--- config.mk ---
export PLATFORM = sky130hd
export DESIGN_NAME = qrr_div_cell
export DESIGN_NICKNAME = d
export VERILOG_FILES = /design/src/sv/qrr_div_cell.sv
export SDC_FILE = /design/constraint.sdc
export NUM_CORES = 1
export LEC_CHECK = 0
export BUFFER_PORTS_ARGS = -buffer_cell sky130_fd_sc_hd__buf_2
export CAP_MARGIN = 0
export CORE_MARGIN = 5
export CORE_UTILIZATION = 40
export CTS_CLUSTER_SIZE = 30
export DETAILED_ROUTE_END_ITERATION = 10
export PLACE_DENSITY = 0.72
export SLEW_MARGIN = 25
export SYNTH_ARGS = -nofsm -noshare
export SYNTH_HDL_FRONTEND = slang
export SYNTH_SLANG_ARGS = --single-unit
--- constraint.sdc ---
create_clock -name clk -period 6.7 [get_ports clk]
set_clock_uncertainty 0.05 [all_clocks]
set_input_delay 1.005 -clock clk [delete_from_list [all_inputs] [get_ports clk]]
set_output_delay 1.005 -clock clk [all_outputs]
set_load 0.01 [all_outputs]
--- src/sv/qrr_div_cell.sv ---
// One restoring division step: one quotient bit per cell, divisor passed along.
module qrr_div_cell #(
  parameter int QW  = 26,
  parameter int DVW = 17
) (
  input  logic           clk,
  input  logic [QW-1:0]  num_in,
  input  logic [DVW-1:0] rem_in,
  input  logic [DVW-1:0] den_in,
  output logic [QW-1:0]  num_r,
  output logic [DVW-1:0] rem_r,
  output logic [DVW-1:0] den_r
);

  logic [DVW:0]   part;
  logic           fits;
  logic [QW-1:0]  num_nxt;
  logic [DVW-1:0] rem_nxt;

  // Shift in the next numerator bit, subtract the divisor if it fits
  always_comb begin
    part    = {rem_in, num_in[QW-1]};
    fits    = (part >= {1'b0, den_in});
    rem_nxt = fits ? DVW'(part - {1'b0, den_in}) : part[DVW-1:0];
    num_nxt = {num_in[QW-2:0], fits};
  end

  always_ff @(posedge clk) begin
    num_r <= num_nxt;
    rem_r <= rem_nxt;
    den_r <= den_in;
  end

endmodule

; ---- After elaboration in Yosys (flattened, before gate mapping)
; Cells that the tools add are included.
[totals]
in_bits = 61
regBits = 60
out_inout_bits = 60
[op_classes]
add_sub_neg = 1
muxes = 1
n_lt_le_gt_ge = 1
[ops]
columns = operator, n
row1 = $ge 18x17->1, 1
row2 = $mux 17, 1
row3 = $sub 17x17->17, 1

; ---- Logic depth before layout (Yosys ltp)
[depth]
word_depth = 2
mapped_depth = 12
depth_no_buf = 11

; ---- Worst setup path before layout
; Ideal clock, no wire load.
[synth_path]
path_kind = input to register
start = in num_in[25]
end = reg rem_r[10]
cell_stages = 12
arrival_time_ns = 2.852
path_slack_ns = 3.676
n_path_buf = 1
setup_time_ns = 0.121
path_cell_list = inv_1 ha_1 inv_1 fa_1 a21oi_1 or3_4 a21oi_4 o21bai_4 and2_4 buf_12 inv_12 mux2_4
[synth_between]
elab_chain_cells = 2
[synth_rtl]
columns = item, line_no
row1 = "start, declared", 7  ; input logic [QW-1:0] num_in,
row2 = $ge 18x17->1, 23  ; fits = (part >= {1'b0, den_in});
row3 = named net fits, 16  ; logic fits;
row4 = $mux 17, 24  ; rem_nxt = fits ? DVW'(part - {1'b0, den_in}) : part[DVW-1:0];
row5 = named net rem_nxt[10], 18  ; logic [DVW-1:0] rem_nxt;
row6 = "end signal, assigned", 30  ; rem_r <= rem_nxt;
row7 = "end, declared", 11  ; output logic [DVW-1:0] rem_r,
; The timed path passes the listed nets, and every way through them passes these cells.

; ---- Worst setup path after layout
[layout_path]
start = in num_in[25]
end = reg rem_r[12]
; Same word-level chain as after synthesis.

==> out/metrics.yaml <==
outcome: "completed"
clkTransAtPathRegs_ns: 0.06
n_antenna_cell: 0
fmax_mhz: 334
synth_area_leaders: "dfxtp_1 (50%), ha_1 (8.9%), mux2_4 (6.3%)"
grt_pass1_wl_um: 9170
seqPwrFrac_pct: 45.5
setup_tns_ns: 0
ys_async_sr_fraction_pct: 0
setup_viol: 0
die_h_um: 87.2
drt_iter0_markers: 90
cp-startpoint: "num_in[25]"
nNetsFinal: 421
min_from: "num_in[17]"
root_buffer: "clkbuf_8"
ios: 121
avgRoutedWirePerCell_um: 13.6
leakagePower_nw: 1.64
crit_path_start_kind: "input pin"
cts_resized: 0
top_layer: "met4"
place_congestion: 0.805
yosysWarnings: 0
p_sw_mw: 0.240
cts_buffers: 9
rows: 28
syn_nets: 291
fp.dieArea_um2: 7600
cts_buffer_depth: 2
start_util_pct: 40.7
ys_seq_area_share_pct: 50.4
cp.arrival_ns: 3.16
endpoint_kind: "flip-flop"
io_buffers: 120
grt_usage_pct: 15.7
core_area_um2: 5850
clock_sinks: 60
drt_wl_total_um: 5740
worst_path_max_delay_cell: "fa_1"
synth_top_cell_by_area: "dfxtp_1"
period_minus_slack_ns: 3.00
worstMarginPinSlew_ns: 0.414
fillCellCount: 531
grt_max_degree: 11
cts_setup_buffers: 0
cp_cell_sequence: "buf_2 > inv_1 > ha_1 > inv_1 > fa_1 > a21oi_1 > or3_4 > a21oi_4 > o21bai_4 > and2_4 > inv_12 > mux2_4"
grt-ovfl-total: 0
slew_violations: 0
syn-instance-count: 212
wl_met2_um: 2610
synth-seq-cells: 60
min_period_over_period_pct: 44.7
drtAntennaViolNets: 0
grt_pass1_vias: 2004
cts_max_level: 3
synth_edf_count: 0
swShare_pct: 27.4
wl_met3_um: 704
cts_tree: "yes"
hold_viol: 0
ys_types: 45
cellPowerDensity_nw_per_um2: 271
vias: 1952
p_comb_share_pct: 21.9
netlist_area_um2: 2380
dp_hpwl_um: 4650
synth_top_area_share_pct: 50.4
antenna_found_initial: 0
vdd.ir_drop.worst_uv: 175
internal_power_mw: 0.636
drc: 0
drive_gt1_share_pct: 45.4
cap_violations: 0
synth.avg_cell_area_um2: 11.2
cp_max_fo: 10
power_mw: 0.876
synth_common_cells: "dfxtp_1 (60), inv_1 (22), ha_1 (17)"
path_class: "in -> reg"
firstDrtPassIters: 6
met1_length_um: 2350
die_w_um: 87.2
crit_path_frequent_cell: "inv_1"
hold_path_class: "in -> reg"
syn2layout_area_growth_pct: 35.7
clkPwrFrac_pct: 32.5
max_stage_delay_ns: 0.40
yosysMostFrequentCell: "dfxtp_1"
viasPerCell: 4.64
postCtsHoldBufs: 0
slew_headroom_pct: 72.4
required_ns: 6.86
rsz0062_at_grt: "false"
synth_ff_type: "dfxtp_1"
cell families (layout without fill, tap and decap cells):
group	count (synthesis)	in the layout	synth area share [%]
compound gates	47	47	14.8
xor+xnor	11	11	4.04
fa+ha+maj	18	18	9.76
buf+inv	24	158	4.99
flops	60	60	50.4
mux	11	11	6.72
simple gates	41	41	9.29
layout make-up:
type	count	area (µm²)	share of cell area (%)
Clock buffer	11	151	4.68
Clock inverter	4	25.0	0.774
Tap cell	75	93.8	2.90
Sequential cell	60	1200	37.1
Multi-Input combinational cell	128	1060	32.9
Timing Repair Buffer	120	601	18.6
Inverter	23	98.8	3.06
final timing paths:
check	end	cells after the start
min	num_r[18]	1
max	rem_r[12]	12
cell usage in the layout, fill, tap and decap left out, types with 2 or more instances in the layout:
master        n
a21o_1        3
o21ai_0       7
o21a_1        2
buf_2       120
clkinv_2      2
a21boi_0      3
o2bb2ai_1     2
and2_1        3
nand2b_1      3
o31ai_2       3
o21bai_1      2
xor2_1        3
inv_1        22
a21oi_1      13
xnor2_1       8
nor2_1        6
ha_1         17
clkinvlp_4    2
nand2_1       9
mux2_4       10
clkbuf_8     11
nor3_1        4
dfxtp_1      60
nand3_1       7
critical path, delay by kind of cell:
family | cells | cell delay (ns)
AO/OA/AOI/OAI | 3 | 0.52
adder cells (fa/ha/maj) | 2 | 0.55
buffers and inverters | 4 | 0.28
multiplexers | 1 | 0.30
AND/OR/NAND/NOR | 2 | 0.49
metrics by stage:
| stage | hold slack (ns) | instances | setup slack (ns) | area, µm² | utilization (%) |
|---|---|---|---|---|---|
| final | 0.725 | 421 | 3.70 | 3230 | 55.3 |
| after global routing | 0.701 | 421 | 3.60 | 3230 | 55.3 |
| after floorplan | 0.983 | 212 | 3.68 | 2380 | - |
| after global placement | 1.06 | 406 | 3.45 | 3060 | 52.3 |
| after detailed placement | 1.06 | 406 | 3.37 | 3060 | 52.3 |
| after CTS | 0.707 | 421 | 3.73 | 3230 | 55.3 |
registers in the layout, summed over array words and instances, names as in the netlist:
signal,count
num_r,26
den_r,17
rem_r,17
metal layers:
layer | vias up | track usage [%]
li1 | 995 | -
met4 | 0 | 5.44
met5 | - | 0
met3 | 7 | 6.91
met1 | 856 | 17.7
met2 | 94 | 26.4
power by group through the flow:
stage	Sequential [mW]	Clock (mW)	Combinational, mW
4_1_cts	0.399	0.294	0.195
3_3_place_gp	0.407	0	0.192
3_5_place_dp	0.407	0	0.194
5_1_grt	0.402	0.315	0.214
2_1_floorplan	0.428	0	0.102
6_report	0.399	0.285	0.192
No activity file was read; power rests on OpenSTA's default activity.
