**src/sv/qrr_sqrt_cell.sv**
```systemverilog
// One digit step of the pipelined square root: two radicand bits in, one root bit out.
module qrr_sqrt_cell #(
  parameter int NS = 25
) (
  input  logic            clk,
  input  logic [2*NS-1:0] x_in,
  input  logic [NS+1:0]   rem_in,
  input  logic [NS-1:0]   root_in,
  output logic [2*NS-1:0] x_r,
  output logic [NS+1:0]   rem_r,
  output logic [NS-1:0]   root_r
);

  logic [NS+1:0] rem_sh;
  logic [NS+1:0] trial;
  logic          fits;
  logic [2*NS-1:0] x_nxt;
  logic [NS+1:0]   rem_nxt;
  logic [NS-1:0]   root_nxt;

  // Bring down the next bit pair and try root*4+1
  always_comb begin
    rem_sh   = {rem_in[NS-1:0], x_in[2*NS-1 -: 2]};
    trial    = {root_in, 2'b01};
    fits     = (rem_sh >= trial);
    rem_nxt  = fits ? (rem_sh - trial) : rem_sh;
    root_nxt = {root_in[NS-2:0], fits};
    x_nxt    = {x_in[2*NS-3:0], 2'b00};
  end

  always_ff @(posedge clk) begin
    x_r    <= x_nxt;
    rem_r  <= rem_nxt;
    root_r <= root_nxt;
  end

endmodule

```
**config.mk**
```make
export PLATFORM = sky130hd
export DESIGN_NAME = qrr_sqrt_cell
export DESIGN_NICKNAME = d
export VERILOG_FILES = /design/src/sv/qrr_sqrt_cell.sv
export SDC_FILE = /design/constraint.sdc
export NUM_CORES = 1
export LEC_CHECK = 0
export ABC_AREA = 1
export BUFFER_PORTS_ARGS = -buffer_cell sky130_fd_sc_hd__buf_4
export CORE_MARGIN = 1
export CORE_UTILIZATION = 28
export CTS_CLUSTER_SIZE = 8
export DETAILED_ROUTE_END_ITERATION = 8
export GPL_ROUTABILITY_DRIVEN = 0
export PLACE_DENSITY_LB_ADDON = 0.2
export SYNTH_ARGS = -nofsm -noshare
export SYNTH_HDL_FRONTEND = slang
export SYNTH_SLANG_ARGS = --single-unit
```
**constraint.sdc**
```tcl
create_clock -name clk -period 2.05 [get_ports clk]
set_input_delay 0.5125 -clock clk [delete_from_list [all_inputs] [get_ports clk]]
set_output_delay 0.5125 -clock clk [all_outputs]
set_load 0.05 [all_outputs]
```
# --- Word-level counts from Yosys, hierarchy flattened ---
# Index checks and enable logic that the tools add are counted.
word_totals:
  regBits: 100
  input_bits: 103
  out_inout_bits: 102
  wordCells: 6
op_classes:
  n_addsub: 1
  order_cmp: 1
  muxes: 1
ops:
  columns: ["op", "n"]
  rows:
  - ["27-bit >= comparator", 1]
  - ["27-bit two-way mux", 1]
  - ["27-bit subtractor", 1]

# --- Longest topological paths before layout ---
depth:
  depth_word: 2
  mapped_depth: 14
  ltp_nobuf: 13

# --- Worst setup path before layout ---
# Ideal clock, no wire load.
synth_timing:
  path_type: "input port to flip-flop"
  from: "input root_in[12]"
  to: "register rem_r[22]"
  setup_ns: 0.113
  arrival_ns: 1.902
  required_ns: 1.937
  setup_slack_ns: 0.035
  path_stages: 14
  path_buffers: 2
  path_cell_list: "inv_1 ha_1 nand2_1 inv_1 nand2_1 nand2_1 nand2_1 nand2_1 a21oi_4 nand3_2 buf_6 buf_6 nand3_1 nand2_1"
synth_via:
  elab_chain_cells: 2
  elab_cells_between_ends: 3
  classes_between: "1 x add/sub; 1 x order compare; 1 x mux"
synth_lines:
  columns: ["element", "line", "text"]
  rows:
  - ["from (decl)", "8", "input logic [NS-1:0] root_in,"]
  - ["27-bit >= comparator", "25", "fits = (rem_sh >= trial);"]
  - ["named net fits", "16", "logic fits;"]
  - ["27-bit two-way mux", "26", "rem_nxt = fits ? (rem_sh - trial) : rem_sh;"]
  - ["named net rem_nxt[22]", "18", "logic [NS+1:0] rem_nxt;"]
  - ["to (signal assigned)", "33", "rem_r <= rem_nxt;"]
  - ["to (decl)", "10", "output logic [NS+1:0] rem_r,"]
# The timed path passes the listed nets, and every way through them passes these cells.

# --- Worst setup path in the final report ---
layout_timing:
  from: "input rem_in[3]"
  to: "register rem_r[25]"
layout_via:
  elab_chain_cells: 2
  elab_cells_between_ends: 3
  classes_between: "1 x add/sub; 1 x order compare; 1 x mux"
layout_lines:
  columns: ["element", "line", "text"]
  rows:
  - ["from (decl)", "7", "input logic [NS+1:0] rem_in,"]
  - ["27-bit subtractor or 27-bit >= comparator (tied branches)", "26, 25", null]
  - ["27-bit two-way mux (*)", "26", null]
  - ["named net rem_nxt[25]", "18", null]
# The timed path passes the listed nets; every way through them passes the cells marked *.

==> out/metrics.yaml <==
outcome:
  outcome: "finished, final reports clean"
sta:
  setup_ws_ns: 0.2071
  slew_violations: 0
  finalSetupViolCount: 0
  hold_ws_ns: 0.2545
  period_share: 0.8990
  hold_violations: 0
  clock.fmax_mhz: 542.6
  rsz0062_at_grt: "no"
  period_needed_ns: 1.843
power_and_ir_drop:
  power.net_switching_mw: 2.130
  pwr-share-comb: 0.338
  power.internal_mw: 3.699
  power.leakage_nw: 4.075
  power_density_nw_per_um2: 816.4
  switching_share: 0.3654
  total_power_mw: 5.829
  pwr-share-clk: 0.291
  pwr-share-seq: 0.371
  peakVddDrop_v: 0.0003856
place:
  dp_hpwl_mm: 11.28
  portBuffers: 200
  pre_cts_slack_ns: -0.1673
clock_tree:
  root_buffer: "clkbuf_16"
  clkTransAtPathRegs_ns: 0.07
  htree_levels: 3
  cts_repair_resize_count: 0
  cts-buffers-inserted: 9
  cts_tree: "yes"
  ctsLongestPathBuffers: 2
  cts_hold_buf: 0
  cts.sinks: 100
  post_cts_buffers: 0
grt:
  grt_max_degree: 27
  grt_use_met3: 0.05371
  top_usage_layer: "met2"
  grt_use_total: 0.1666
  grt_pass1_wl_mm: 21.27
  antenna_found_initial: 0
  grt_pass1_vias: 4392
  use_met2: 0.2954
  grt-ovfl-total: 0
  met1_usage: 0.1918
drt:
  firstDrtPassIters: 4
  drc_errors: 0
  wirelength_mm: 13.80
  antenna_left: 0
  routed_via_density: 4.047
  first_iter_violations: 162
  vias: 4581
  wire_per_inst_um: 12.19
layout:
  area_growth_pct: 55.90
  final_nets: 1041
  nFillCells: 1648
  drive_gt1_frac: 0.3275
  diodes: 0
  register_area_um2: 2002
  multi_input_area_um2: 2004
floorplanning:
  initial_core_util: 0.2872
  rows: 46
  pin_count: 205
  die-area_um2: 16870
  die_y_um: 129.9
  dieWidth_um: 129.9
  core_area_um2: 15940
setup_path:
  critPathLaunchType: "input pin"
  crit_slowest_cell: "ha_1"
  critical_path.endpoint_type: "flip-flop"
  cp_cell_sequence: "buf_4, ha_1, nand2_1, nor2_1, nand3_1, nand3_1, nand2_1, nand3_1, nand2_1, nand3_1, nand2_1"
  critPathMaxStageDelay_ns: 0.34
  cp_max_fo: 4
  crit_required_ns: 2.30
  arrival_ns: 2.10
  critical_path_class: "input pin to flip-flop"
synthesis:
  syn_area_um2: 4579
  yosysUniqueCellTypes: 29
  synthCells: 638
  ys_ff_latch: 100
  synth-seq-area-share: 0.4372
  ys_warn_count: 0
  syn_avg_cell_area_um2: 7.178
worst_hold_path:
  hold-path-cell-count: 1
  min_to: "x_r[13]$_DFF_P_"
  worstHoldStart: "x_in[11]"
  min_path_type: "input pin to flip-flop"
job:
  drv_cap: 0
cells in the final DEF, fill, tap and decap left out, types with 2 or more instances in the layout:
cell type	instances
a21oi_1	13
buf_12	2
buf_4	268
clkbuf_16	9
clkinvlp_4	2
conb_1	2
dfxtp_1	100
ha_1	27
inv_1	137
inv_8	2
nand2_1	217
nand2_2	3
nand3_1	32
nand3b_1	5
nand4_1	21
nor2_1	34
nor2_2	3
o21ai_0	13
xor2_1	13
worst max-delay path: cells and delay by family:
kind                     cells  cell delay (ns)
adder cells (fa/ha/maj)      1             0.34
buffers and inverters        1             0.11
AND/OR/NAND/NOR              9             1.13
cell type report:
cell class | instances | share of cell area
sequential | 100 | 0.2804
inverter | 138 | 0.07256
clock inverter | 7 | 0.009464
clock buffer | 9 | 0.03155
multi-input combinational | 392 | 0.2808
tap | 216 | 0.03785
timing repair buffer | 270 | 0.2874
synthesized netlist by cell type:
| library cell | instances | area (µm²) |
|---|---|---|
| nand3_4 | 1 | 17.52 |
| dfxtp_1 | 100 | 2002 |
| o21ai_0 | 13 | 65.06 |
| nand3_2 | 1 | 10.01 |
| buf_2 | 2 | 10.01 |
| inv_1 | 137 | 514.2 |
| nand4_1 | 21 | 131.4 |
| buf_6 | 2 | 22.52 |
| nand3b_1 | 5 | 37.54 |
| nor2_4 | 1 | 11.26 |
| or2_2 | 1 | 6.260 |
| nor3_4 | 1 | 16.27 |
| a21oi_1 | 13 | 65.06 |
| ha_1 | 27 | 337.8 |
| conb_1 | 1 | 3.750 |
| nor2_2 | 3 | 18.77 |
| xor2_1 | 13 | 113.9 |
| nand2_1 | 217 | 814.5 |
| clkbuf_1 | 2 | 7.510 |
| buf_1 | 1 | 3.750 |
| xnor2_1 | 1 | 8.760 |
| nand3_1 | 32 | 160.2 |
| nor2_1 | 34 | 127.6 |
| nand2_2 | 3 | 18.77 |
| o21bai_1 | 1 | 7.510 |
| nor3b_2 | 1 | 12.51 |
| inv_2 | 1 | 3.750 |
| buf_4 | 2 | 15.01 |
| a21oi_4 | 1 | 16.27 |
how the worst max path moves through the flow:
stage | start | endpoint | cells past startpoint | slack (ns)
2_1_floorplan | root_in[12] | rem_r[22]$_DFF_P_ | 14 | 0.03
3_3_place_gp | rem_in[3] | rem_r[17]$_DFF_P_ | 11 | -0.17
3_5_place_dp | root_in[6] | rem_r[25]$_DFF_P_ | 12 | -0.17
4_1_cts | root_in[12] | rem_r[10]$_DFF_P_ | 13 | 0.21
5_1_grt | root_in[5] | rem_r[17]$_DFF_P_ | 12 | 0.005
6_report | rem_in[3] | rem_r[25]$_DFF_P_ | 11 | 0.21
routing by layer:
metal,up-vias,share of wire
met2,144,0.47
li1,2466,-
met1,1959,0.44
met3,12,0.084
met4,0,0.011
met5,-,0
power groups by stage:
stage	combinational [mW]	sequential [mW]	clock, mW
after floorplan	0.579	2.83	0
after detailed placement	1.99	2.21	0
after global routing	2.14	2.18	1.83
after global placement	1.98	2.21	0
after CTS	1.99	2.17	1.77
final	1.97	2.16	1.70
sequential cells by signal, summed over array words and instances (netlist names):
register,count
x_r,48
rem_r,27
root_r,25
stage by stage:
step	cell area, µm²	instances	utilization	TNS, ns
2_1_floorplan	4583	639	-	0
3_3_place_gp	6847	1116	0.4294	-3.272
3_5_place_dp	6847	1116	0.4294	-3.617
4_1_cts	7139	1132	0.4478	0
5_1_grt	7139	1132	0.4478	0
6_report	7139	1132	0.4478	0
kinds of logic (layout without fill, tap and decap cells):
group                      Yosys count  count (layout)  synth area share
adders and majority gates           27              27           0.07377
other                                1               2         0.0008189
AOI/OAI and AO/OA                   28              28           0.03361
xor gates and xnor gates            14              14           0.02678
DFF                                100             100            0.4372
buffers and inverters              147             424            0.1260
and+or+nand+nor                    321             321            0.3019
(Power assumes the default switching activity.)
